==> src/sv/assert_macros.svh <==
// Assertion macros shared by the point-in-polygon RTL.
`ifndef ASSERT_MACROS_SVH
`define ASSERT_MACROS_SVH

// Check a property on every clock edge outside reset.
`define PIPIC_ASSERT(lbl, prop, msg) \
	lbl: assert property (@(posedge clk) disable iff (!arst_n) prop) else $error(msg);

// Check that a condition never holds outside reset.
`define PIPIC_NEVER(lbl, cond, msg) \
	lbl: assert property (@(posedge clk) disable iff (!arst_n) !(cond)) else $error(msg);

`endif

==> src/sv/pipic_pkg.sv <==
// Shared types and constants of the point-in-polygon line classifier.
package pipic_pkg;

	localparam int IDX_W        = 6;
	localparam int COORD_W      = 32;
	localparam int CNT_W        = 16;
	localparam int CLS_W        = 2;
	localparam int VC_W         = 7;
	localparam int IN_DATA_W    = 72;
	localparam int OUT_DATA_W   = 24;
	localparam int MAX_VERTICES_DEF = 64;
	localparam int QUEUE_DEPTH  = 4;

	localparam logic [CNT_W-1:0] COUNT_MAX = 16'hFFFF;

	localparam logic KIND_LOAD  = 1'b0;
	localparam logic KIND_QUERY = 1'b1;

	localparam logic [CLS_W-1:0] CLS_NONE    = 2'd0;
	localparam logic [CLS_W-1:0] CLS_PARTIAL = 2'd1;
	localparam logic [CLS_W-1:0] CLS_ALL     = 2'd2;

	typedef struct packed {
		logic                       kind;
		logic [IDX_W-1:0]           vidx;
		logic signed [COORD_W-1:0]  x;
		logic signed [COORD_W-1:0]  y;
		logic                       last;
	} cmd_t;

	typedef struct packed {
		logic valid;
		logic full;
	} q_stat_t;

endpackage

==> src/sv/pipic_fifo.sv <==
// Short command queue between the front end and the edge walker.
`include "assert_macros.svh"
module pipic_fifo (
	input  logic               clk,
	input  logic               arst_n,
	input  logic               push,
	input  pipic_pkg::cmd_t    push_data,
	input  logic               pop,
	output pipic_pkg::cmd_t    head,
	output pipic_pkg::q_stat_t stat
);

	localparam int DEPTH = pipic_pkg::QUEUE_DEPTH;
	localparam int PW    = $clog2(DEPTH);
	localparam int CW    = $clog2(DEPTH + 1);

	pipic_pkg::cmd_t entry_q [DEPTH];
	logic [PW-1:0]   wr_ptr_q;
	logic [PW-1:0]   rd_ptr_q;
	logic [CW-1:0]   count_q;

	assign head       = entry_q[rd_ptr_q];
	assign stat.valid = (count_q != '0);
	assign stat.full  = (count_q == CW'(DEPTH));

	always_ff @(posedge clk or negedge arst_n) begin
		if (!arst_n) begin
			wr_ptr_q <= '0;
			rd_ptr_q <= '0;
			count_q  <= '0;
		end else begin
			if (push) begin
				wr_ptr_q <= wr_ptr_q + PW'(1);
			end
			if (pop) begin
				rd_ptr_q <= rd_ptr_q + PW'(1);
			end
			if (push && !pop) begin
				count_q <= count_q + CW'(1);
			end else if (pop && !push) begin
				count_q <= count_q - CW'(1);
			end
		end
	end

	always_ff @(posedge clk) begin
		if (push) begin
			entry_q[wr_ptr_q] <= push_data;
		end
	end

	`PIPIC_NEVER(a_no_overflow, push && stat.full && !pop, "push into full queue")
	`PIPIC_NEVER(a_no_underflow, pop && !stat.valid, "pop from empty queue")

endmodule

==> config.mk <==
export PLATFORM = sky130hd
export DESIGN_NAME = pipic_fifo
export DESIGN_NICKNAME = d
export VERILOG_FILES = /design/src/sv/pipic_pkg.sv /design/src/sv/pipic_fifo.sv
export VERILOG_INCLUDE_DIRS = /design/src /design/src/sv
export SDC_FILE = /design/constraint.sdc
export NUM_CORES = 1
export LEC_CHECK = 0
export BUFFER_PORTS_ARGS = -buffer_cell sky130_fd_sc_hd__buf_2
export CAP_MARGIN = 20
export CORE_UTILIZATION = 35
export CTS_CLUSTER_DIAMETER = 150
export CTS_CLUSTER_SIZE = 24
export DETAILED_ROUTE_END_ITERATION = 7
export PLACE_DENSITY_LB_ADDON = 0.08
export SLEW_MARGIN = 40
export SYNTH_ARGS = -nofsm -noshare
export SYNTH_HDL_FRONTEND = slang
export SYNTH_SLANG_ARGS = --single-unit
==> constraint.sdc <==
create_clock -name clk -period 5.6 [get_ports clk]
set_clock_uncertainty 0.2 [all_clocks]
set_input_delay 0.28 -clock clk [delete_from_list [all_inputs] [get_ports clk]]
set_output_delay 0.28 -clock clk [all_outputs]
set_load 0.03 [all_outputs]
==> results of run 1 <==
==> power by group <==
part / switching, mW / internal, mW
combinational: 1.45 / 0.882
sequential: 0.229 / 2.89
clock: 0.662 / 0.567
total: 2.34 / 4.34
==> sequential cells by signal (all words and copies together), names as in the netlist <==
signal	flops
rd_ptr_q	2
count_q	3
entry_q	288
wr_ptr_q	2
==> placed cells by master, fill, tap and decap left out <==
| cell | count |
|---|---|
| and2_4 | 4 |
| buf_2 | 149 |
| buf_4 | 7 |
| clkbuf_1 | 5 |
| clkbuf_16 | 17 |
| dfrtp_1 | 5 |
| dfrtp_4 | 2 |
| diode_2 | 1 |
| dlygate4sd3_1 | 76 |
| edfxtp_1 | 288 |
| fa_1 | 1 |
| ha_1 | 5 |
| inv_1 | 4 |
| inv_16 | 1 |
| mux2_2 | 1 |
| mux4_2 | 72 |
| nand2_1 | 2 |
| nor2_1 | 1 |
| nor3b_1 | 1 |
| o21ai_0 | 1 |
| or3_1 | 1 |
| xnor2_1 | 2 |
| xor2_1 | 4 |
==> area by class of cell <==
| type | count | area (um2) |
|---|---|---|
| Antenna cell | 1 | 2.502 |
| Clock buffer | 22 | 444.2 |
| Clock inverter | 1 | 20.02 |
| Fill cell | 2623 | 16760 |
| Inverter | 4 | 15.01 |
| Multi-Input combinational cell | 95 | 1833 |
| Sequential cell | 295 | 8831 |
| Tap cell | 390 | 488.0 |
| Timing Repair Buffer | 232 | 1559 |
==> worst paths after layout <==
check | startpoint | end | slack [ns] | cells after the start
max in group asynchronous | arst_n | rd_ptr_q[1]$_DFFE_PN0P_ | 4.39 | 3
worst max register to register | wr_ptr_q[0]$_DFFE_PN0P_ | entry_q[2][59]$_DFFE_PP_ | 3.15 | 4
worst min register to register | count_q[2]$_DFFE_PN0P_ | count_q[2]$_DFFE_PN0P_ | 0.29 | 1
worst min-delay path | count_q[2]$_DFFE_PN0P_ | count_q[2]$_DFFE_PN0P_ | 0.29 | 1
min in group asynchronous | arst_n | count_q[1]$_DFFE_PN0P_ | 0.53 | 3
worst max-delay path | rd_ptr_q[0]$_DFFE_PN0P_ | head[10] | 2.35 | 3
==> Yosys cell counts (2+ instances only) <==
master and number:
edfxtp_1 288, mux4_2 72, buf_2 8, buf_6 7, dfrtp_1 7, ha_1 5
and2_1 4, inv_1 4, xor2_1 4, nand2_1 2, xnor2_1 2
==> per-layer routing <==
layer	GRT usage	wire length (um)	vias up
li1	-	-	2210
met1	0.1609	8359	2595
met2	0.2362	10380	117
met3	0.03021	1135	23
met4	0.03348	418	0
met5	0	0	-
==> critical path, cell delays in order, from the launching register on <==
cell	delay, ns
dfrtp_4	0.90
buf_4	0.53
mux4_2	0.60
buf_2	0.20
==> cell families after synthesis <==
| family | Yosys count |
|---|---|
| compound gates | 1 |
| xor+xnor | 6 |
| fa+ha+maj | 6 |
| buf+inv | 20 |
| flops | 295 |
| mux | 73 |
| simple gates | 9 |
==> per-stage QoR <==
step	setup WS, ns	instances	area [um2]
2_1_floorplan	2.662	410	10790
3_3_place_gp	2.791	940	11970
3_5_place_dp	2.791	940	11970
4_1_cts	2.239	1039	13190
5_1_grt	2.134	1040	13190
6_report	2.353	1040	13190
==> results list, run 1 <==
- Run status: completed
* Final max-slew violation count: 0
- Detailed routing inserted a total of 4945 vias.
- Count of maximum capacitance violations: 0
- The synthesized netlist contains 18 unique library cells.
* Clock period minus worst slack: 3.247 ns
* Fraction of the mapped netlist area in adder cells: 0.007655
- The initial utilization of the core area, before any placement, comes to 0.3602.
- Highest attainable clock frequency: 308.0 MHz
* Routed wire length: 20290 um
- Setup violations remaining at the end of the flow were counted as 0.
* Post-synthesis net count: 492
- Remaining design rule violation count: 0
- The biggest area contributor in the post-synthesis netlist is edfxtp_1.
- Number of storage elements in the synthesis netlist: 295
* Final hold viol count: 0
- The path class of the tightest hold or removal check is flop to flop.
- Worst hold-check slack: 0.2905 ns
* Post-CTS sizing: 0
* Final worst path period share: 0.5798
- Adding up every negative setup slack in the final design gives 0 ns.
* Die X: 177.6 um
- The pre-antenna-repair detailed-routing pass consisted of 4 iterations.
- Entering global routing, the biggest net connects 43 pins.
* Endpoint kind of the worst setup timing path: primary output
* Number of instances in the synthesized netlist: 410
* Synth top area share: 0.8017
* Dominant combinational cell family by area after synthesis: multiplexers
- The Yosys step of the flow raised 0 warnings.
- Post-synthesis compound-gate area fraction: 0.0004639
* Final RePlAce weighted congestion: 0.6727
* Ratio of routed vias to standard cells: 4.755
* Antenna Violating Nets Remaining: 0
- Post-layout utilization of the core: 0.4404
- In this run, CTS created clock tree buffers numbering 16.
- Total Die Area: 31530 um2
* Peak fanout along the critical path: 34
- The mapped netlist covers 10790 um2.
- Power comes to 6.671 mW.
* Proportion of synthesized flip-flops having asynchronous set or reset: 0.02373
- Floorplan row count: 63
- Summed over all layers, the global routing overflow is 0.
- Tot GR Track Use: 0.1323
- Multiplexer share of the synthesized area: 0.1514
- Among all flip-flop cells after synthesis, the most frequent one is edfxtp_1.
* Leakage power: 4.466 nW
- Number of enable-type register cells in the synthesized netlist: 288
- Portion of the post-synthesis area used by sequential elements: 0.8179
- DRT iter0 DRCs: 274
* Number of clock sinks: 295
- The wire-length estimate of the detail-placed layout is 11880 um.
- Buffers placed on the I/O ports in this run total 149.
* Ranking of synthesized cells by area: edfxtp_1, mux4_2, dfrtp_1, buf_6, ha_1
- In this run the number of H-tree levels came out at 1.
- Global-route wire length before repair: 31040 um
- The region available for standard cell placement spans 29950 um2.
- Clk Tree Root Cell: clkbuf_16
- Number of I/O pins: 150
- Unrepaired setup endpoints after global routing: false
- Wirelength per Cell: 19.51 um
- Of the total synthesized cell area, the portion taken by XOR and XNOR cells is 0.004871.
- CP arrival: 2.77 ns
- Power density over the cells: 505.7 nW/um2
- Critical path launch point type: flop
- Clk Latency, worst-skew pair: 0.50 ns
- The initial antenna violation count came to 1.
* Setup repair bufs after CTS: 0
* Actual transition at the worst max-transition pin: 0.7097 ns
- Clock tree from TritonCTS: built
- In this run, post-CTS hold repair placed 76 buffers.
* Layout overhead on the synthesized area: 22.29%
* Crit path kind: flop to primary output
* Clock transition at path regs: 0.09 ns
* Maximum clock insertion buffer count: 3
- Mean post-synth cell area: 26.31 um2
- In the final layout, the share of cells above drive strength 1 is 0.3898.
* Worst voltage drop across the vdd grid: 0.2699 mV
- Of the total synthesized cell area, the portion taken by AND, OR, NAND and NOR gates is 0.004639.
- Relative slew slack: 0.5269
* Via count of the first global-routing pass: 5460
* Net total in the final layout: 726
* Vertical die dimension: 177.6 um
* Required time of the worst setup path: 5.12 ns
(Power assumes the default switching activity.)
==> run 2: changes to the inputs <==
- clock period: 5.6 -> 3.05 ns (I/O delays scaled with it)
==> run 2 against run 1 <==
Net effect: non-clock buffer count increased by 6; flip-flop and latch count unchanged; sequential power increased by 79%; wire length increased by 3.0%; final area increased by 0.89%; largest cell class unchanged; highest routed layer unchanged.
==> results list, run 2 (same netlist as run 1, synthesis figures left out) <==
* Worst voltage drop across the vdd grid: 0.4562 mV (+69%)
- Final worst slack: 0.3666 ns (-1.987 ns)
* Overall power consumption: 12.40 mW (+86%)
- Buffers on Ports: 149 (unchanged)
- The first-iteration detailed-routing DRC count was 246 (-10%).
* Clock transition at path regs: 0.09 ns (about the same)
- The first-pass detailed-route iteration total was 4 (unchanged).
- The post-detailed-route DRC marker count came to 0 (unchanged).
- Starting utilization of the core area: 0.3602 (unchanged)
- Clk Latency, worst-skew pair: 0.49 ns (about the same)
* H-tree depth: 1 (unchanged)
- The initial antenna violation count is 0 (-1).
- Unrepaired setup endpoints after global routing: false
- The vias after detailed routing came to 4957 (+0.24%).
- Timing would allow up to 372.7 MHz.
- The fraction of layout cells with a size suffix above 1 came to 0.3954 (+0.005589).
* Final max-slew violation count: 0 (unchanged)
- The per-cell routed wire length is 20.00 um (+2.5%).
- Slowest cell on crit path: dfrtp_4
* Final hold viol count: 0 (unchanged)
- CP arrival: 2.33 ns (-0.44 ns)
- Grt ovf: 0 (unchanged)
* Hold WC Path Type: primary input to flop
* Number of flip-flops under the largest register name: 288 (unchanged)
* Actual transition at the worst max-transition pin: 0.6162 ns (-0.09355 ns)
- The pre-CTS setup slack came to 0.8148 ns (-1.977 ns).
- The critical path goes through buf_12, mux4_2, buf_2.
- Count of maximum capacitance violations: 0 (unchanged)
* Routed wire length: 20900 um (+3.0%)
- The total power density per cell area came to 931.8 nW/um2 (+84%).
- Antenna Violating Nets Remaining: 0 (unchanged)
- Largest regs: entry_q (288), count_q (3)
* Clk Tree Root Cell: clkbuf_16
- Total non-filler cell area in the finished layout: 13310 um2 (+0.89%)
* Clock period minus worst slack: 2.683 ns
- The global routing usage summed across all routing layers was 0.1368 (+0.004543).
- The number of buffers added by the clock tree synthesis step came to 16 (unchanged).
- The maximum clock insertion buffer count was 3 (unchanged).
- Final RePlAce weighted congestion: 0.6716 (-0.16%)
- Antenna fix cells: 0 (-1)
- Required time of the worst setup path: 2.70 ns (-2.42 ns)
* Most common library cell in the layout ignoring fill and taps: edfxtp_1
- Floorplan row count: 63 (unchanged)
- More flip-flops sit in one register than any other, and that register is entry_q.
- The normalized max-slew margin was 0.5892 (+0.06237).
- The setup slack of the most critical reg-to-reg path came to 0.95 ns (-2.20 ns).
- The ratio of routed vias to standard cells is 4.744 (-0.24%).
* Peak fanout along the critical path: 32 (-5.9%)
- The flow ran to the end, and the final reports show no timing, DRC or antenna violations.
* Number of I/O pins: 150 (unchanged)
- Leakage power: 4.518 nW (+1.2%)
* Total Die Area: 31530 um2 (unchanged)
* Most frequent cells in the layout: edfxtp_1, buf_2, dlygate4sd3_1
- The longest individual stage delay on the worst path came to 0.72 ns (-0.18 ns).
- Via count of the first global-routing pass: 5471 (+0.20%)
* Final worst path period share: 0.8798
- Setup TNS: 0 ns (unchanged)
* Clock tree from TritonCTS: built
- The die extent in y came to 177.6 um (unchanged).
- Global-route wire length before repair: 32040 um (+3.2%)
* Post-CTS sizing: 0 (unchanged)
- The worst setup path is launched from a flop.
* Count of placed standard cells including taps: 946 (+0.64%)
* Pin count of the biggest net entering global routing: 38 (-12%)
* Endpoint kind of the worst setup timing path: primary output
- Core Box Area: 29950 um2 (unchanged)
- Half-perimeter wire length after detailed placement: 12730 um (+7.2%)
* Net total in the final layout: 732 (+0.83%)
- Post-DP Area: 12090 um2 (+1.0%)
- Compared with the post-synthesis result, the final layout area differs by 23.38%.
- Crit path kind: flop to primary output
- The clock sink total was 295 (unchanged).
- Final non-filler cell total: 1045 (+0.48%)
- # setup viols final: 0 (unchanged)
- Die X: 177.6 um (unchanged)
[run 2: changes by cell type in the layout (fill, tap and decap cells not counted)]
cell	change
buf_12	+6
diode_2	-1
[run 2: worst paths after layout]
check                                         from                       end  depth (start not counted)
max                        rd_ptr_q[0]$_DFFE_PN0P_                  head[59]                          3
min                                  push_data[42]  entry_q[2][42]$_DFFE_PP_                          2
max reg2reg                wr_ptr_q[0]$_DFFE_PN0P_  entry_q[0][54]$_DFFE_PP_                          4
min reg2reg                 count_q[2]$_DFFE_PN0P_    count_q[2]$_DFFE_PN0P_                          1
max in group asynchronous                   arst_n   rd_ptr_q[0]$_DFFE_PN0P_                          3
min in group asynchronous                   arst_n   wr_ptr_q[1]$_DFFE_PN0P_                          3
[run 2: where the power goes]
part           internal [mW]  switching (mW)  total (mW)
sequential              5.30           0.288        5.58
clock                   1.04            1.21        2.25
combinational           1.73            2.84        4.57
total                   8.06            4.34        12.4
[run 2: metal layers]
| metal | track usage | wire length [um] |
|---|---|---|
| met1 | 0.1811 | 9310 |
| met2 | 0.2339 | 10230 |
| met3 | 0.02635 | 951 |
| met4 | 0.02956 | 400 |
| met5 | 0 | 0 |
[run 2: timing repair]
action | in CTS | in global routing
buffers inserted | 0 | 0
hold endpoints to repair | 300 | 0
hold buffers | 76 | 0
[run 2: per-stage QoR]
| stage | utilization | hold WS [ns] |
|---|---|---|
| finish | 0.4444 | 0.2021 |
| global route | 0.4444 | 0.1924 |
| CTS | 0.4444 | 0.1741 |
| detailed placement | 0.4035 | -0.1767 |
| global placement | 0.4035 | -0.1826 |
| floorplan | - | -0.3431 |
[run 2: cell type report]
cell class	instances	area [um2]
clock inverters	1	20.02
inverters	4	15.01
flip-flops and latches	295	8831
repair buffers	238	1679
well taps	390	488.0
fillers	2634	16640
clock buffers	22	444.2
multi-input cells	95	1833
[run 2: critical path: cells and delay by family (launching register included)]
family                 cells  cell delay, ns
flip-flops                 1            0.72
buffers and inverters      2            0.53
multiplexers               1            0.56
