## config.mk

```make
export PLATFORM = sky130hd
export DESIGN_NAME = pipic_front
export DESIGN_NICKNAME = d
export VERILOG_FILES = /design/src/sv/assert_macros.svh /design/src/sv/pipic_pkg.sv /design/src/sv/pipic_front.sv
export SDC_FILE = /design/constraint.sdc
export NUM_CORES = 1
export LEC_CHECK = 0
export BUFFER_PORTS_ARGS = -buffer_cell sky130_fd_sc_hd__buf_2
export CORE_ASPECT_RATIO = 2
export CORE_MARGIN = 10
export CORE_UTILIZATION = 36
export CTS_BUF_LIST = sky130_fd_sc_hd__clkbuf_16
export CTS_CLUSTER_DIAMETER = 40
export DETAILED_ROUTE_END_ITERATION = 8
export PLACE_DENSITY = 0.72
export SYNTH_ARGS = -nofsm -noshare
export SYNTH_HDL_FRONTEND = slang
export SYNTH_SLANG_ARGS = --single-unit
```

## constraint.sdc

```tcl
create_clock -name clk -period 6 [get_ports clk]
set_input_delay 0.3 -clock clk [delete_from_list [all_inputs] [get_ports clk]]
set_output_delay 0.3 -clock clk [all_outputs]
set_load 0.1 [all_outputs]
```

## src/sv/assert_macros.svh

```systemverilog
// Assertion macros shared by the point-in-polygon RTL.
`ifndef ASSERT_MACROS_SVH
`define ASSERT_MACROS_SVH

// Check a property on every clock edge outside reset.
`define PIPIC_ASSERT(lbl, prop, msg) \
	lbl: assert property (@(posedge clk) disable iff (!arst_n) prop) else $error(msg);

// Check that a condition never holds outside reset.
`define PIPIC_NEVER(lbl, cond, msg) \
	lbl: assert property (@(posedge clk) disable iff (!arst_n) !(cond)) else $error(msg);

`endif

```

## src/sv/pipic_pkg.sv

```systemverilog
// Shared types and constants of the point-in-polygon line classifier.
package pipic_pkg;

	localparam int IDX_W        = 6;
	localparam int COORD_W      = 32;
	localparam int CNT_W        = 16;
	localparam int CLS_W        = 2;
	localparam int VC_W         = 7;
	localparam int IN_DATA_W    = 72;
	localparam int OUT_DATA_W   = 24;
	localparam int MAX_VERTICES_DEF = 64;
	localparam int QUEUE_DEPTH  = 4;

	localparam logic [CNT_W-1:0] COUNT_MAX = 16'hFFFF;

	localparam logic KIND_LOAD  = 1'b0;
	localparam logic KIND_QUERY = 1'b1;

	localparam logic [CLS_W-1:0] CLS_NONE    = 2'd0;
	localparam logic [CLS_W-1:0] CLS_PARTIAL = 2'd1;
	localparam logic [CLS_W-1:0] CLS_ALL     = 2'd2;

	typedef struct packed {
		logic                       kind;
		logic [IDX_W-1:0]           vidx;
		logic signed [COORD_W-1:0]  x;
		logic signed [COORD_W-1:0]  y;
		logic                       last;
	} cmd_t;

	typedef struct packed {
		logic valid;
		logic full;
	} q_stat_t;

endpackage

```

## src/sv/pipic_front.sv

```systemverilog
// Front end: accept items, decode them and drop loads outside the store.
module pipic_front #(
	parameter int MAX_VERTICES = pipic_pkg::MAX_VERTICES_DEF
) (
	input  logic                             clk,
	input  logic                             arst_n,
	input  logic                             s_axis_tvalid,
	output logic                             s_axis_tready,
	input  logic [pipic_pkg::IN_DATA_W-1:0]  s_axis_tdata,
	input  logic                             s_axis_tuser,
	input  logic                             s_axis_tlast,
	input  pipic_pkg::q_stat_t               q_stat,
	output logic                             push,
	output pipic_pkg::cmd_t                  push_data
);

	logic            hold_valid_q;
	pipic_pkg::cmd_t hold_q;
	pipic_pkg::cmd_t dec;
	logic            accept;
	logic            keep;

	always_comb begin
		dec.kind = s_axis_tuser;
		dec.vidx = s_axis_tdata[5:0];
		dec.x    = s_axis_tdata[37:6];
		dec.y    = s_axis_tdata[69:38];
		dec.last = s_axis_tlast;
	end

	// Loads aimed past the store are dropped here.
	assign keep   = (dec.kind == pipic_pkg::KIND_QUERY) || (32'(dec.vidx) < 32'(MAX_VERTICES));
	assign push   = hold_valid_q && !q_stat.full;
	assign s_axis_tready = !hold_valid_q || push;
	assign accept = s_axis_tvalid && s_axis_tready;
	assign push_data = hold_q;

	always_ff @(posedge clk or negedge arst_n) begin
		if (!arst_n) begin
			hold_valid_q <= 1'b0;
		end else if (accept) begin
			hold_valid_q <= keep;
		end else if (push) begin
			hold_valid_q <= 1'b0;
		end
	end

	always_ff @(posedge clk) begin
		if (accept) begin
			hold_q <= dec;
		end
	end

endmodule

```

==> impl_metrics.prom, run 1 <==
# TYPE chip_impl_metric gauge
chip_impl_info{name="outcome",value="finished clean"} 1
chip_impl_metric{name="vias",unit=""} 1344
chip_impl_metric{name="chipHeight",unit="µm"} 131
chip_impl_metric{name="design.portCount",unit=""} 153
chip_impl_metric{name="post-dp-hpwl",unit="µm"} 4580
chip_impl_metric{name="syn_area",unit="µm²"} 2210
chip_impl_metric{name="number_of_gates_resized_after_cts",unit=""} 0
chip_impl_info{name="synth.largest_area_cell",value="edfxtp_1"} 1
chip_impl_info{name="hold_path.class",value="primary input to flip-flop"} 1
chip_impl_metric{name="grt_antenna_before_repair",unit=""} 0
chip_impl_metric{name="routedWlPerCell",unit="µm"} 18.2
chip_impl_metric{name="hold_ws",unit="ps"} 153
chip_impl_metric{name="h-tree-depth",unit=""} 3
chip_impl_metric{name="drtPass1Iterations",unit=""} 3
chip_impl_metric{name="power_density_over_the_cells",unit="nW/µm²"} 392
chip_impl_info{name="critical-path-slowest-cell",value="a21boi_4"} 1
chip_impl_metric{name="clkTransAtPathRegs",unit="ps"} 50
chip_impl_metric{name="cells_after_synthesis",unit=""} 77
chip_impl_metric{name="drt.antenna.violating_nets",unit=""} 0
chip_impl_metric{name="synth_top_area_share",unit="%"} 97.7
chip_impl_metric{name="slew_viol_final",unit=""} 0
chip_impl_metric{name="postCtsSetupRepairBufs",unit=""} 0
chip_impl_metric{name="detail_route.vias_per_cell",unit=""} 4.38
chip_impl_metric{name="combinationalPowerShare",unit="%"} 20.1
chip_impl_metric{name="seqPwrFrac",unit="%"} 46.3
chip_impl_metric{name="maxCapViolations",unit=""} 0
chip_impl_info{name="cts_root_buf",value="clkbuf_16"} 1
chip_impl_metric{name="initial_utilization",unit="%"} 36.9
chip_impl_metric{name="vdd_ir_drop_max",unit="µV"} 226
chip_impl_metric{name="finalWirelength",unit="µm"} 5600
chip_impl_metric{name="dp_slack",unit="ps"} 3720
chip_impl_metric{name="gp_routability_congestion",unit=""} 0.712
chip_impl_metric{name="flow.area_growth_from_synthesis",unit="%"} 49.9
chip_impl_metric{name="slowest_delay",unit="ps"} 870
chip_impl_metric{name="layout.core_utilization",unit="%"} 55.3
chip_impl_info{name="most-common-layout-cells",value="buf_2, edfxtp_1, clkbuf_16"} 1
chip_impl_info{name="worst_setup_path_start_kind",value="flip-flop"} 1
chip_impl_metric{name="slew_headroom",unit="%"} 25.7
chip_impl_metric{name="groute.usage.overall",unit="%"} 11.0
chip_impl_metric{name="num_rows",unit=""} 40
chip_impl_metric{name="gr-total-overflow",unit=""} 0
chip_impl_metric{name="finish.cell_count_without_fillers",unit=""} 307
chip_impl_metric{name="clock_tree.buffer_depth",unit=""} 2
chip_impl_info{name="mostFrequentLayoutCell",value="buf_2"} 1
chip_impl_metric{name="yosysSeqAreaShare",unit="%"} 98.8
chip_impl_metric{name="grt_first_pass_wirelength",unit="µm"} 7640
chip_impl_metric{name="finalNetCount",unit=""} 318
chip_impl_metric{name="timing.final.ws_setup",unit="ps"} 3780
chip_impl_metric{name="io_buffers",unit=""} 149
chip_impl_metric{name="cp_data_required_time",unit="ps"} 5970
chip_impl_metric{name="critical_path_buffer_and_inverter_count",unit=""} 1
chip_impl_metric{name="clock_sinks",unit=""} 73
chip_impl_metric{name="layout-drive-gt1-share",unit="%"} 66.0
chip_impl_metric{name="vias_in_the_first_global_route",unit=""} 1451
chip_impl_metric{name="timing.final.setup_violations",unit=""} 0
chip_impl_metric{name="r2r_setup_slack",unit="ps"} 3780
chip_impl_metric{name="dpl.cell_count",unit=""} 290
chip_impl_metric{name="internal_dissipation",unit="mW"} 0.900
chip_impl_metric{name="fmax",unit="GHz"} 0.450
chip_impl_metric{name="synth_nets",unit=""} 156
chip_impl_info{name="yosys-top-cells-area",value="edfxtp_1, dfrtp_1, a21o_2"} 1
chip_impl_metric{name="cts_inserted_buffers",unit=""} 9
chip_impl_metric{name="synthDistinctLibCells",unit=""} 6
chip_impl_metric{name="postSynthAreaPerCell",unit="µm²"} 28.7
chip_impl_metric{name="final_hold_viol_count",unit=""} 0
chip_impl_metric{name="postSynthRegisterBits",unit=""} 73
chip_impl_metric{name="timing.clock.skew",unit="ps"} 4.02
chip_impl_metric{name="crit_fanout",unit=""} 37
chip_impl_metric{name="worstPathArrival",unit="ps"} 2190
chip_impl_metric{name="drtIter0Drc",unit=""} 57
chip_impl_metric{name="synth_warnings",unit=""} 0
chip_impl_metric{name="core_area",unit="µm²"} 6010
chip_impl_metric{name="sw_frac_of_total",unit="%"} 30.8
chip_impl_info{name="cp_cell_sequence",value="a21boi_4 > buf_4"} 1
chip_impl_info{name="path_class",value="flip-flop to flip-flop"} 1
chip_impl_metric{name="power.switching",unit="mW"} 0.400
chip_impl_metric{name="post-route-period-util",unit="%"} 37.1
chip_impl_info{name="worst_path_dominant_cell_family",value="compound AO/OA/AOI/OAI gates"} 1
chip_impl_metric{name="drc",unit=""} 0
chip_impl_info{name="critPathCaptureType",value="flip-flop"} 1
chip_impl_metric{name="power.static_leakage",unit="nW"} 1.46
chip_impl_info{name="tritoncts",value="done"} 1
chip_impl_metric{name="fin_setup_tns",unit="ps"} 0
chip_impl_metric{name="clkLatencyLatePin",unit="ps"} 320
chip_impl_metric{name="fp.dieW",unit="µm"} 75.4
chip_impl_metric{name="die-area",unit="µm²"} 9880
chip_impl_info{name="rsz0062_at_grt",value="false"} 1
chip_impl_metric{name="antenna-diode-count",unit=""} 0
chip_impl_metric{name="actual_transition_at_the_worst_max_transition_pin",unit="ps"} 1110
chip_impl_metric{name="clock_power_share",unit="%"} 33.6
chip_impl_metric{name="grt_max_degree",unit=""} 38
chip_impl_metric{name="timing.final.crit_period",unit="ps"} 2220
## area by class of cell
| type | instances | area, µm² |
|---|---|---|
| multi-input cells | 4 | 37.5 |
| repair buffers | 151 | 763 |
| well taps | 63 | 78.8 |
| flip-flops and latches | 73 | 2190 |
| clock inverters | 7 | 26.3 |
| fillers | 499 | 2690 |
| clock buffers | 9 | 225 |
## sequential cells by signal, summed over array words and instances, names as in the netlist
register	flops
push_data	72
hold_valid_q	1
## Yosys cell counts
| library cell | instances |
|---|---|
| edfxtp_1 | 72 |
| a21boi_0 | 1 |
| a21o_2 | 1 |
| dfrtp_1 | 1 |
| nand2_1 | 1 |
| nor2b_1 | 1 |
## path summary, 6_finish.rpt
kind                                        from       endpoint  cells after the start
worst min register to register      hold_valid_q   hold_valid_q                      1
worst max-delay path                hold_valid_q  push_data[23]                      2
worst max register to register      hold_valid_q  push_data[23]                      2
worst min-delay path            s_axis_tdata[40]   push_data[3]                      1
max in group asynchronous                 arst_n   hold_valid_q                      2
min in group asynchronous                 arst_n   hold_valid_q                      2
## power groups by stage
stage	Clock, mW	Sequential, mW	Combinational (mW)
2_1_floorplan	0	0.806	0.0169
3_3_place_gp	0	0.611	0.261
3_5_place_dp	0	0.612	0.264
4_1_cts	0.451	0.602	0.264
5_1_grt	0.469	0.605	0.269
6_report	0.437	0.602	0.262
## per-layer routing
metal  track usage, %  share of wire [%]  vias to the layer above  wire length, µm
li1                 -                  -                      634                -
met4             6.71                1.5                        0               83
met5                0                  0                        -                0
met2             19.9                 59                       75             3310
met3             6.65                 12                        6              685
met1             8.23                 27                      629             1520
## per-stage QoR
| step | instance area [µm²] | power (mW) |
|---|---|---|
| 6_report | 3320 | 1.30 |
| 3_3_place_gp | 3060 | 0.872 |
| 2_1_floorplan | 2210 | 0.823 |
| 4_1_cts | 3320 | 1.32 |
| 3_5_place_dp | 3060 | 0.876 |
| 5_1_grt | 3320 | 1.34 |
## worst register-to-register path, stage by stage, from the launching register on
cell      delay, ps
dfrtp_1         420
a21boi_4        870
buf_4           560
## cell families after synthesis
| logic type | synth area share (%) |
|---|---|
| flip-flops | 98.8 |
| AND/OR/NAND/NOR | 0.452 |
| AO/OA/AOI/OAI | 0.735 |
## repair_timing
action	in CTS	in global routing
setup endpoints to repair	0	0
hold buffers	1	0
hold endpoints to repair	1	0
No activity file was read; power rests on OpenSTA's default activity.
==> run 2: changes to the inputs <==
Settings changed: ABC_AREA set to 1.
Clock period 6 ns to 2 ns, I/O delays scaled along.
==> impl_metrics.prom, run 2 <==
# TYPE chip_impl_metric gauge
chip_impl_metric{name="initial_utilization",unit="%"} 36.8
chip_impl_metric{name="synth_warnings",unit=""} 0
chip_impl_metric{name="power.static_leakage",unit="nW"} 1.75
chip_impl_metric{name="grt_first_pass_wirelength",unit="µm"} 10200
chip_impl_metric{name="async_reset_ff_share",unit="%"} 1.37
chip_impl_metric{name="drtIter0Drc",unit=""} 81
chip_impl_metric{name="timing.final.ws_setup",unit="ps"} 527
chip_impl_metric{name="die-area",unit="µm²"} 9870
chip_impl_metric{name="clock_tree.buffer_depth",unit=""} 2
chip_impl_info{name="yosys.cell_count.top_type",value="edfxtp_1"} 1
chip_impl_metric{name="finish.cell_count_without_fillers",unit=""} 379
chip_impl_metric{name="final_hold_viol_count",unit=""} 0
chip_impl_metric{name="slew_viol_final",unit=""} 0
chip_impl_metric{name="largest_register_ff_count",unit=""} 72
chip_impl_metric{name="synth_top_area_share",unit="%"} 97.8
chip_impl_metric{name="hold_depth",unit=""} 3
chip_impl_metric{name="timing.final.setup_violations",unit=""} 0
chip_impl_info{name="cts_root_buf",value="clkbuf_16"} 1
chip_impl_metric{name="fp.dieW",unit="µm"} 75.4
chip_impl_metric{name="num_rows",unit=""} 40
chip_impl_metric{name="finalWirelength",unit="µm"} 7150
chip_impl_metric{name="grt_antenna_before_repair",unit=""} 1
chip_impl_metric{name="postSynthRegisterBits",unit=""} 73
chip_impl_metric{name="drt.antenna.violating_nets",unit=""} 0
chip_impl_metric{name="grt_max_degree",unit=""} 47
chip_impl_info{name="mostFrequentLayoutCell",value="buf_2"} 1
chip_impl_metric{name="design.portCount",unit=""} 153
chip_impl_metric{name="clkLatencyLatePin",unit="ps"} 320
chip_impl_metric{name="synthDistinctLibCells",unit=""} 6
chip_impl_metric{name="slew_headroom",unit="%"} 61.3
chip_impl_metric{name="vdd_ir_drop_max",unit="µV"} 629
chip_impl_metric{name="clkTransAtPathRegs",unit="ps"} 50
chip_impl_info{name="synth.largest_area_cell",value="edfxtp_1"} 1
chip_impl_metric{name="layout.core_utilization",unit="%"} 67.6
chip_impl_metric{name="core_area",unit="µm²"} 6010
chip_impl_metric{name="fmax",unit="GHz"} 0.679
chip_impl_metric{name="maxCapViolations",unit=""} 0
chip_impl_info{name="hold_path.class",value="primary input to flip-flop"} 1
chip_impl_metric{name="syn_area",unit="µm²"} 2210
chip_impl_metric{name="drc",unit=""} 0
chip_impl_metric{name="routedWlPerCell",unit="µm"} 18.9
chip_impl_metric{name="vias",unit=""} 1700
chip_impl_metric{name="timing.final.crit_period",unit="ps"} 1470
chip_impl_metric{name="timing.clock.skew",unit="ps"} 3.66
chip_impl_info{name="path_class",value="flip-flop to flip-flop"} 1
chip_impl_metric{name="vias_in_the_first_global_route",unit=""} 1941
chip_impl_metric{name="cts_inserted_buffers",unit=""} 9
chip_impl_metric{name="drtPass1Iterations",unit=""} 4
chip_impl_info{name="outcome",value="finished clean"} 1
chip_impl_metric{name="worstPathArrival",unit="ps"} 1430
chip_impl_metric{name="dp_slack",unit="ps"} 521
chip_impl_metric{name="crit_fanout",unit=""} 46
chip_impl_metric{name="cells_after_synthesis",unit=""} 79
chip_impl_metric{name="gp_routability_congestion",unit=""} 0.723
chip_impl_metric{name="clock_sinks",unit=""} 73
chip_impl_metric{name="cp_data_required_time",unit="ps"} 1960
chip_impl_metric{name="chipHeight",unit="µm"} 131
chip_impl_metric{name="postSynthAreaPerCell",unit="µm²"} 28.0
chip_impl_metric{name="flow.area_growth_from_synthesis",unit="%"} 83.5
chip_impl_metric{name="groute.usage.overall",unit="%"} 14.5
chip_impl_metric{name="fin_setup_tns",unit="ps"} 0
chip_impl_metric{name="io_buffers",unit=""} 149
chip_impl_metric{name="r2r_setup_slack",unit="ps"} 530
chip_impl_metric{name="detail_route.vias_per_cell",unit=""} 4.49
chip_impl_info{name="rsz0062_at_grt",value="false"} 1
chip_impl_metric{name="yosysSeqAreaShare",unit="%"} 98.9
chip_impl_metric{name="actual_transition_at_the_worst_max_transition_pin",unit="ps"} 580
chip_impl_metric{name="gr-total-overflow",unit=""} 0
chip_impl_metric{name="number_of_enable_flip_flop_cells_after_synthesis",unit=""} 72
chip_impl_info{name="critPathCaptureType",value="flip-flop"} 1
chip_impl_metric{name="number_of_gates_resized_after_cts",unit=""} 0
chip_impl_metric{name="finalNetCount",unit=""} 393
chip_impl_info{name="yosys-top-cells-area",value="edfxtp_1, dfrtp_1, inv_1"} 1
chip_impl_metric{name="post-route-period-util",unit="%"} 73.7
chip_impl_metric{name="h-tree-depth",unit=""} 3
chip_impl_metric{name="layout-drive-gt1-share",unit="%"} 51.4
chip_impl_info{name="worst_setup_path_start_kind",value="flip-flop"} 1
chip_impl_info{name="ys.flop_type",value="edfxtp_1"} 1
chip_impl_metric{name="power_density_over_the_cells",unit="nW/µm²"} 1020
chip_impl_metric{name="synth_nets",unit=""} 158
chip_impl_metric{name="dpl.cell_count",unit=""} 293
chip_impl_info{name="most-common-layout-cells",value="buf_2, dlygate4sd3_1, edfxtp_1"} 1
chip_impl_info{name="top_post_synthesis_cells_by_count",value="edfxtp_1, inv_1, nand2_1"} 1
chip_impl_metric{name="worst_r2r_path_depth",unit=""} 2
chip_impl_metric{name="post-dp-hpwl",unit="µm"} 4990
chip_impl_info{name="tritoncts",value="done"} 1
run 2: final cells by class:
class                      instances  area [µm²]
inverter                           2        7.51
multi-input combinational          4        27.5
timing repair buffer             224        1490
sequential                        73        2190
clock buffer                       9         225
clock inverter                     3        37.5
tap                               63        78.8
fill                             427        1950
antenna                            1        2.50
run 2: worst paths after layout:
kind | startpoint | to
worst max-delay path | hold_valid_q | push_data[18]
worst min-delay path | s_axis_tvalid | hold_valid_q
worst max register to register | hold_valid_q | push_data[18]
worst min register to register | hold_valid_q | hold_valid_q
max in group asynchronous | arst_n | hold_valid_q
min in group asynchronous | arst_n | hold_valid_q
run 2: stage by stage:
step                      power [mW]  cell area (µm²)  hold slack (ps)
final                           4.15             4060             25.0
after global routing            4.28             4060             44.1
after CTS                       4.20             4060             7.68
after detailed placement        2.63             3060             -119
after global placement          2.62             3060             -123
after floorplan                 2.46             2220             -196
run 2: report_power, final:
| part | total [mW] | switching (mW) | internal (mW) |
|---|---|---|---|
| registers | 1.81 | 0.0211 | 1.79 |
| clock network | 1.44 | 0.511 | 0.926 |
| logic | 0.908 | 0.707 | 0.200 |
| total | 4.15 | 1.24 | 2.91 |
run 2: worst max-delay path, cell delays in order (launching register included):
cell and delay [ps]:
dfrtp_1 420, a21oi_4 170, buf_4 510
run 2: routing by layer:
metal	routed length (µm)	track usage (%)	share of wire (%)
met1	2110	12.2	29
met4	217	8.58	3.0
met3	593	6.34	8.3
met2	4230	26.3	59
met5	0	0	0
run 2: repair_timing:
action	in CTS	in global routing
endpoints found under the hold margin	73	0
setup buffers	0	0
hold buffers	73	0
run 2: cell families after synthesis:
| kind of cell | after synthesis | share of synthesized area (%) |
|---|---|---|
| and+or+nand+nor | 3 | 0.509 |
| buffers and inverters | 2 | 0.340 |
| AOI/OAI and AO/OA | 1 | 0.226 |
| DFF | 73 | 98.9 |
==> run 3: changes to the inputs <==
Clock period 2 ns to 1.25 ns, I/O delays scaled along.
==> impl_metrics.prom, run 3 (synthesis gave the netlist of run 2 again) <==
# TYPE chip_impl_metric gauge
chip_impl_metric{name="initial_utilization",unit="%"} 36.8
chip_impl_metric{name="critical_path_buffer_and_inverter_count",unit=""} 2
chip_impl_metric{name="vias_in_the_first_global_route",unit=""} 1932
chip_impl_metric{name="maxCapViolations",unit=""} 0
chip_impl_metric{name="slowest_delay",unit="ps"} 430
chip_impl_metric{name="clock_tree.buffer_depth",unit=""} 2
chip_impl_metric{name="global_route.usage.met1",unit="%"} 13.3
chip_impl_metric{name="timing.final.setup_violations",unit=""} 0
chip_impl_info{name="critPathCaptureType",value="flip-flop"} 1
chip_impl_metric{name="finalWirelength",unit="µm"} 7450
chip_impl_metric{name="groute.usage.overall",unit="%"} 15.3
chip_impl_metric{name="finish.cell_count_without_fillers",unit=""} 389
chip_impl_metric{name="worst_r2r_path_depth",unit=""} 3
chip_impl_metric{name="worstPathArrival",unit="ps"} 1260
chip_impl_metric{name="h-tree-depth",unit=""} 3
chip_impl_metric{name="timing.clock.skew",unit="ps"} 3.18
chip_impl_info{name="outcome",value="finished clean"} 1
chip_impl_metric{name="crit_fanout",unit=""} 21
chip_impl_metric{name="vias",unit=""} 1731
chip_impl_info{name="top_usage_layer",value="met2"} 1
chip_impl_metric{name="vdd_ir_drop_max",unit="µV"} 1250
chip_impl_metric{name="drt.antenna.violating_nets",unit=""} 0
chip_impl_metric{name="dp_slack",unit="ps"} 6.25
chip_impl_metric{name="grtUsageMet2",unit="%"} 27.8
chip_impl_metric{name="routedWlPerCell",unit="µm"} 19.2
chip_impl_metric{name="slew_headroom",unit="%"} 65.6
chip_impl_metric{name="gp_routability_congestion",unit=""} 0.711
chip_impl_metric{name="clock_sinks",unit=""} 73
chip_impl_metric{name="layout-drive-gt1-share",unit="%"} 52.3
chip_impl_info{name="tritoncts",value="done"} 1
chip_impl_info{name="rr_endpoint",value="push_data[66]"} 1
chip_impl_info{name="hold_path.class",value="primary input to asynchronous set/reset pin"} 1
chip_impl_metric{name="fin_area",unit="µm²"} 4180
chip_impl_metric{name="sequential_cell_area",unit="µm²"} 2190
chip_impl_info{name="worst_setup_path_start_kind",value="flip-flop"} 1
chip_impl_info{name="critical_path.reg2reg.startpoint",value="hold_valid_q"} 1
chip_impl_info{name="cts_root_buf",value="clkbuf_16"} 1
chip_impl_info{name="critical-path-slowest-cell",value="dfrtp_1"} 1
chip_impl_metric{name="die-area",unit="µm²"} 9870
chip_impl_metric{name="met3_track_usage_gr",unit="%"} 5.97
chip_impl_metric{name="actual_transition_at_the_worst_max_transition_pin",unit="ps"} 520
chip_impl_metric{name="io_buffers",unit=""} 149
chip_impl_metric{name="post-dp-hpwl",unit="µm"} 4790
chip_impl_metric{name="grt_antenna_before_repair",unit=""} 0
chip_impl_metric{name="core_area",unit="µm²"} 6010
chip_impl_metric{name="grt_max_degree",unit=""} 52
chip_impl_metric{name="fp.dieW",unit="µm"} 75.4
chip_impl_metric{name="post-route-period-util",unit="%"} 98.3
chip_impl_metric{name="cp_data_required_time",unit="ps"} 1280
chip_impl_metric{name="power_density_over_the_cells",unit="nW/µm²"} 1570
chip_impl_metric{name="design.portCount",unit=""} 153
chip_impl_metric{name="fmax",unit="GHz"} 0.814
chip_impl_metric{name="slew_viol_final",unit=""} 0
chip_impl_info{name="mostFrequentLayoutCell",value="buf_2"} 1
chip_impl_metric{name="postPlaceCellArea",unit="µm²"} 3110
chip_impl_metric{name="drtIter0Drc",unit=""} 149
chip_impl_metric{name="chipHeight",unit="µm"} 131
chip_impl_metric{name="clkLatencyLatePin",unit="ps"} 330
chip_impl_metric{name="largest_register_ff_count",unit=""} 72
chip_impl_metric{name="detail_route.vias_per_cell",unit=""} 4.45
chip_impl_metric{name="drc",unit=""} 0
chip_impl_metric{name="clkTransAtPathRegs",unit="ps"} 50
chip_impl_metric{name="num_rows",unit=""} 40
chip_impl_metric{name="dpl.cell_count",unit=""} 293
chip_impl_metric{name="drtPass1Iterations",unit=""} 4
chip_impl_metric{name="fin_setup_tns",unit="ps"} 0
chip_impl_metric{name="flow.area_growth_from_synthesis",unit="%"} 88.9
chip_impl_metric{name="timing.final.ws_setup",unit="ps"} 20.8
chip_impl_metric{name="power",unit="mW"} 6.57
chip_impl_metric{name="gr-total-overflow",unit=""} 0
chip_impl_metric{name="grt_first_pass_wirelength",unit="µm"} 10600
chip_impl_metric{name="timing.final.crit_period",unit="ps"} 1230
chip_impl_metric{name="power.static_leakage",unit="nW"} 1.80
chip_impl_info{name="worst_path_dominant_cell_family",value="flip-flops"} 1
chip_impl_info{name="cp_cell_sequence",value="a21oi_4 > buf_4 > buf_8"} 1
chip_impl_metric{name="finalNetCount",unit=""} 399
chip_impl_info{name="path_class",value="flip-flop to flip-flop"} 1
chip_impl_info{name="most-common-layout-cells",value="buf_2, dlygate4sd3_1, edfxtp_1"} 1
chip_impl_metric{name="final_hold_viol_count",unit=""} 0
chip_impl_metric{name="fillerInstances",unit=""} 395
chip_impl_metric{name="r2r_setup_slack",unit="ps"} 20
chip_impl_metric{name="multiInputGateArea",unit="µm²"} 35.0
chip_impl_metric{name="cts_inserted_buffers",unit=""} 9
chip_impl_metric{name="hold_ws",unit="ps"} 35.5
chip_impl_metric{name="layout.core_utilization",unit="%"} 69.5
[run 3: cell count changes in the layout (fill, tap and decap cells not counted), sizes merged]
| cell | change |
|---|---|
| clkinv | +5 |
| bufinv | -1 |
| dlygate4sd3 | +1 |
| clkbuf | +1 |
| buf | +4 |
[run 3: layout make-up]
type	count	share of cell area [%]
antenna	1	0.0599
tap	63	1.89
clock inverter	7	0.689
timing repair buffer	230	38.6
inverter	2	0.180
clock buffer	9	5.39
sequential	73	52.4
multi-input combinational	4	0.839
[run 3: timing repair]
action	4_1_cts	5_1_grt
pin swaps	0	1
endpoints found under the hold margin	74	0
setup endpoints to repair	2	52
hold buffers	74	0
resized for setup	1	2
cloned	0	2
setup buffers	0	3
[run 3: how the worst max path moves through the flow]
stage,slack [ps],cells past startpoint,endpoint,from
after floorplan,-800,1,push_data[0],hold_valid_q
after global placement,40,2,push_data[9],hold_valid_q
after detailed placement,6,2,push_data[1],hold_valid_q
after CTS,1,2,push_data[55],hold_valid_q
after global routing,-3,3,push_data[66],hold_valid_q
final,20,3,push_data[66],hold_valid_q
[run 3: layer usage]
layer / up-vias / wire, µm
met4: 0 / 194
met3: 13 / 536
met5: - / 0
met1: 834 / 2280
met2: 84 / 4440
li1: 800 / -
[run 3: report_power, final]
part | switching, mW | internal (mW) | total, mW
logic | 1.15 | 0.369 | 1.52
clock network | 0.866 | 1.30 | 2.16
registers | 0.0338 | 2.86 | 2.89
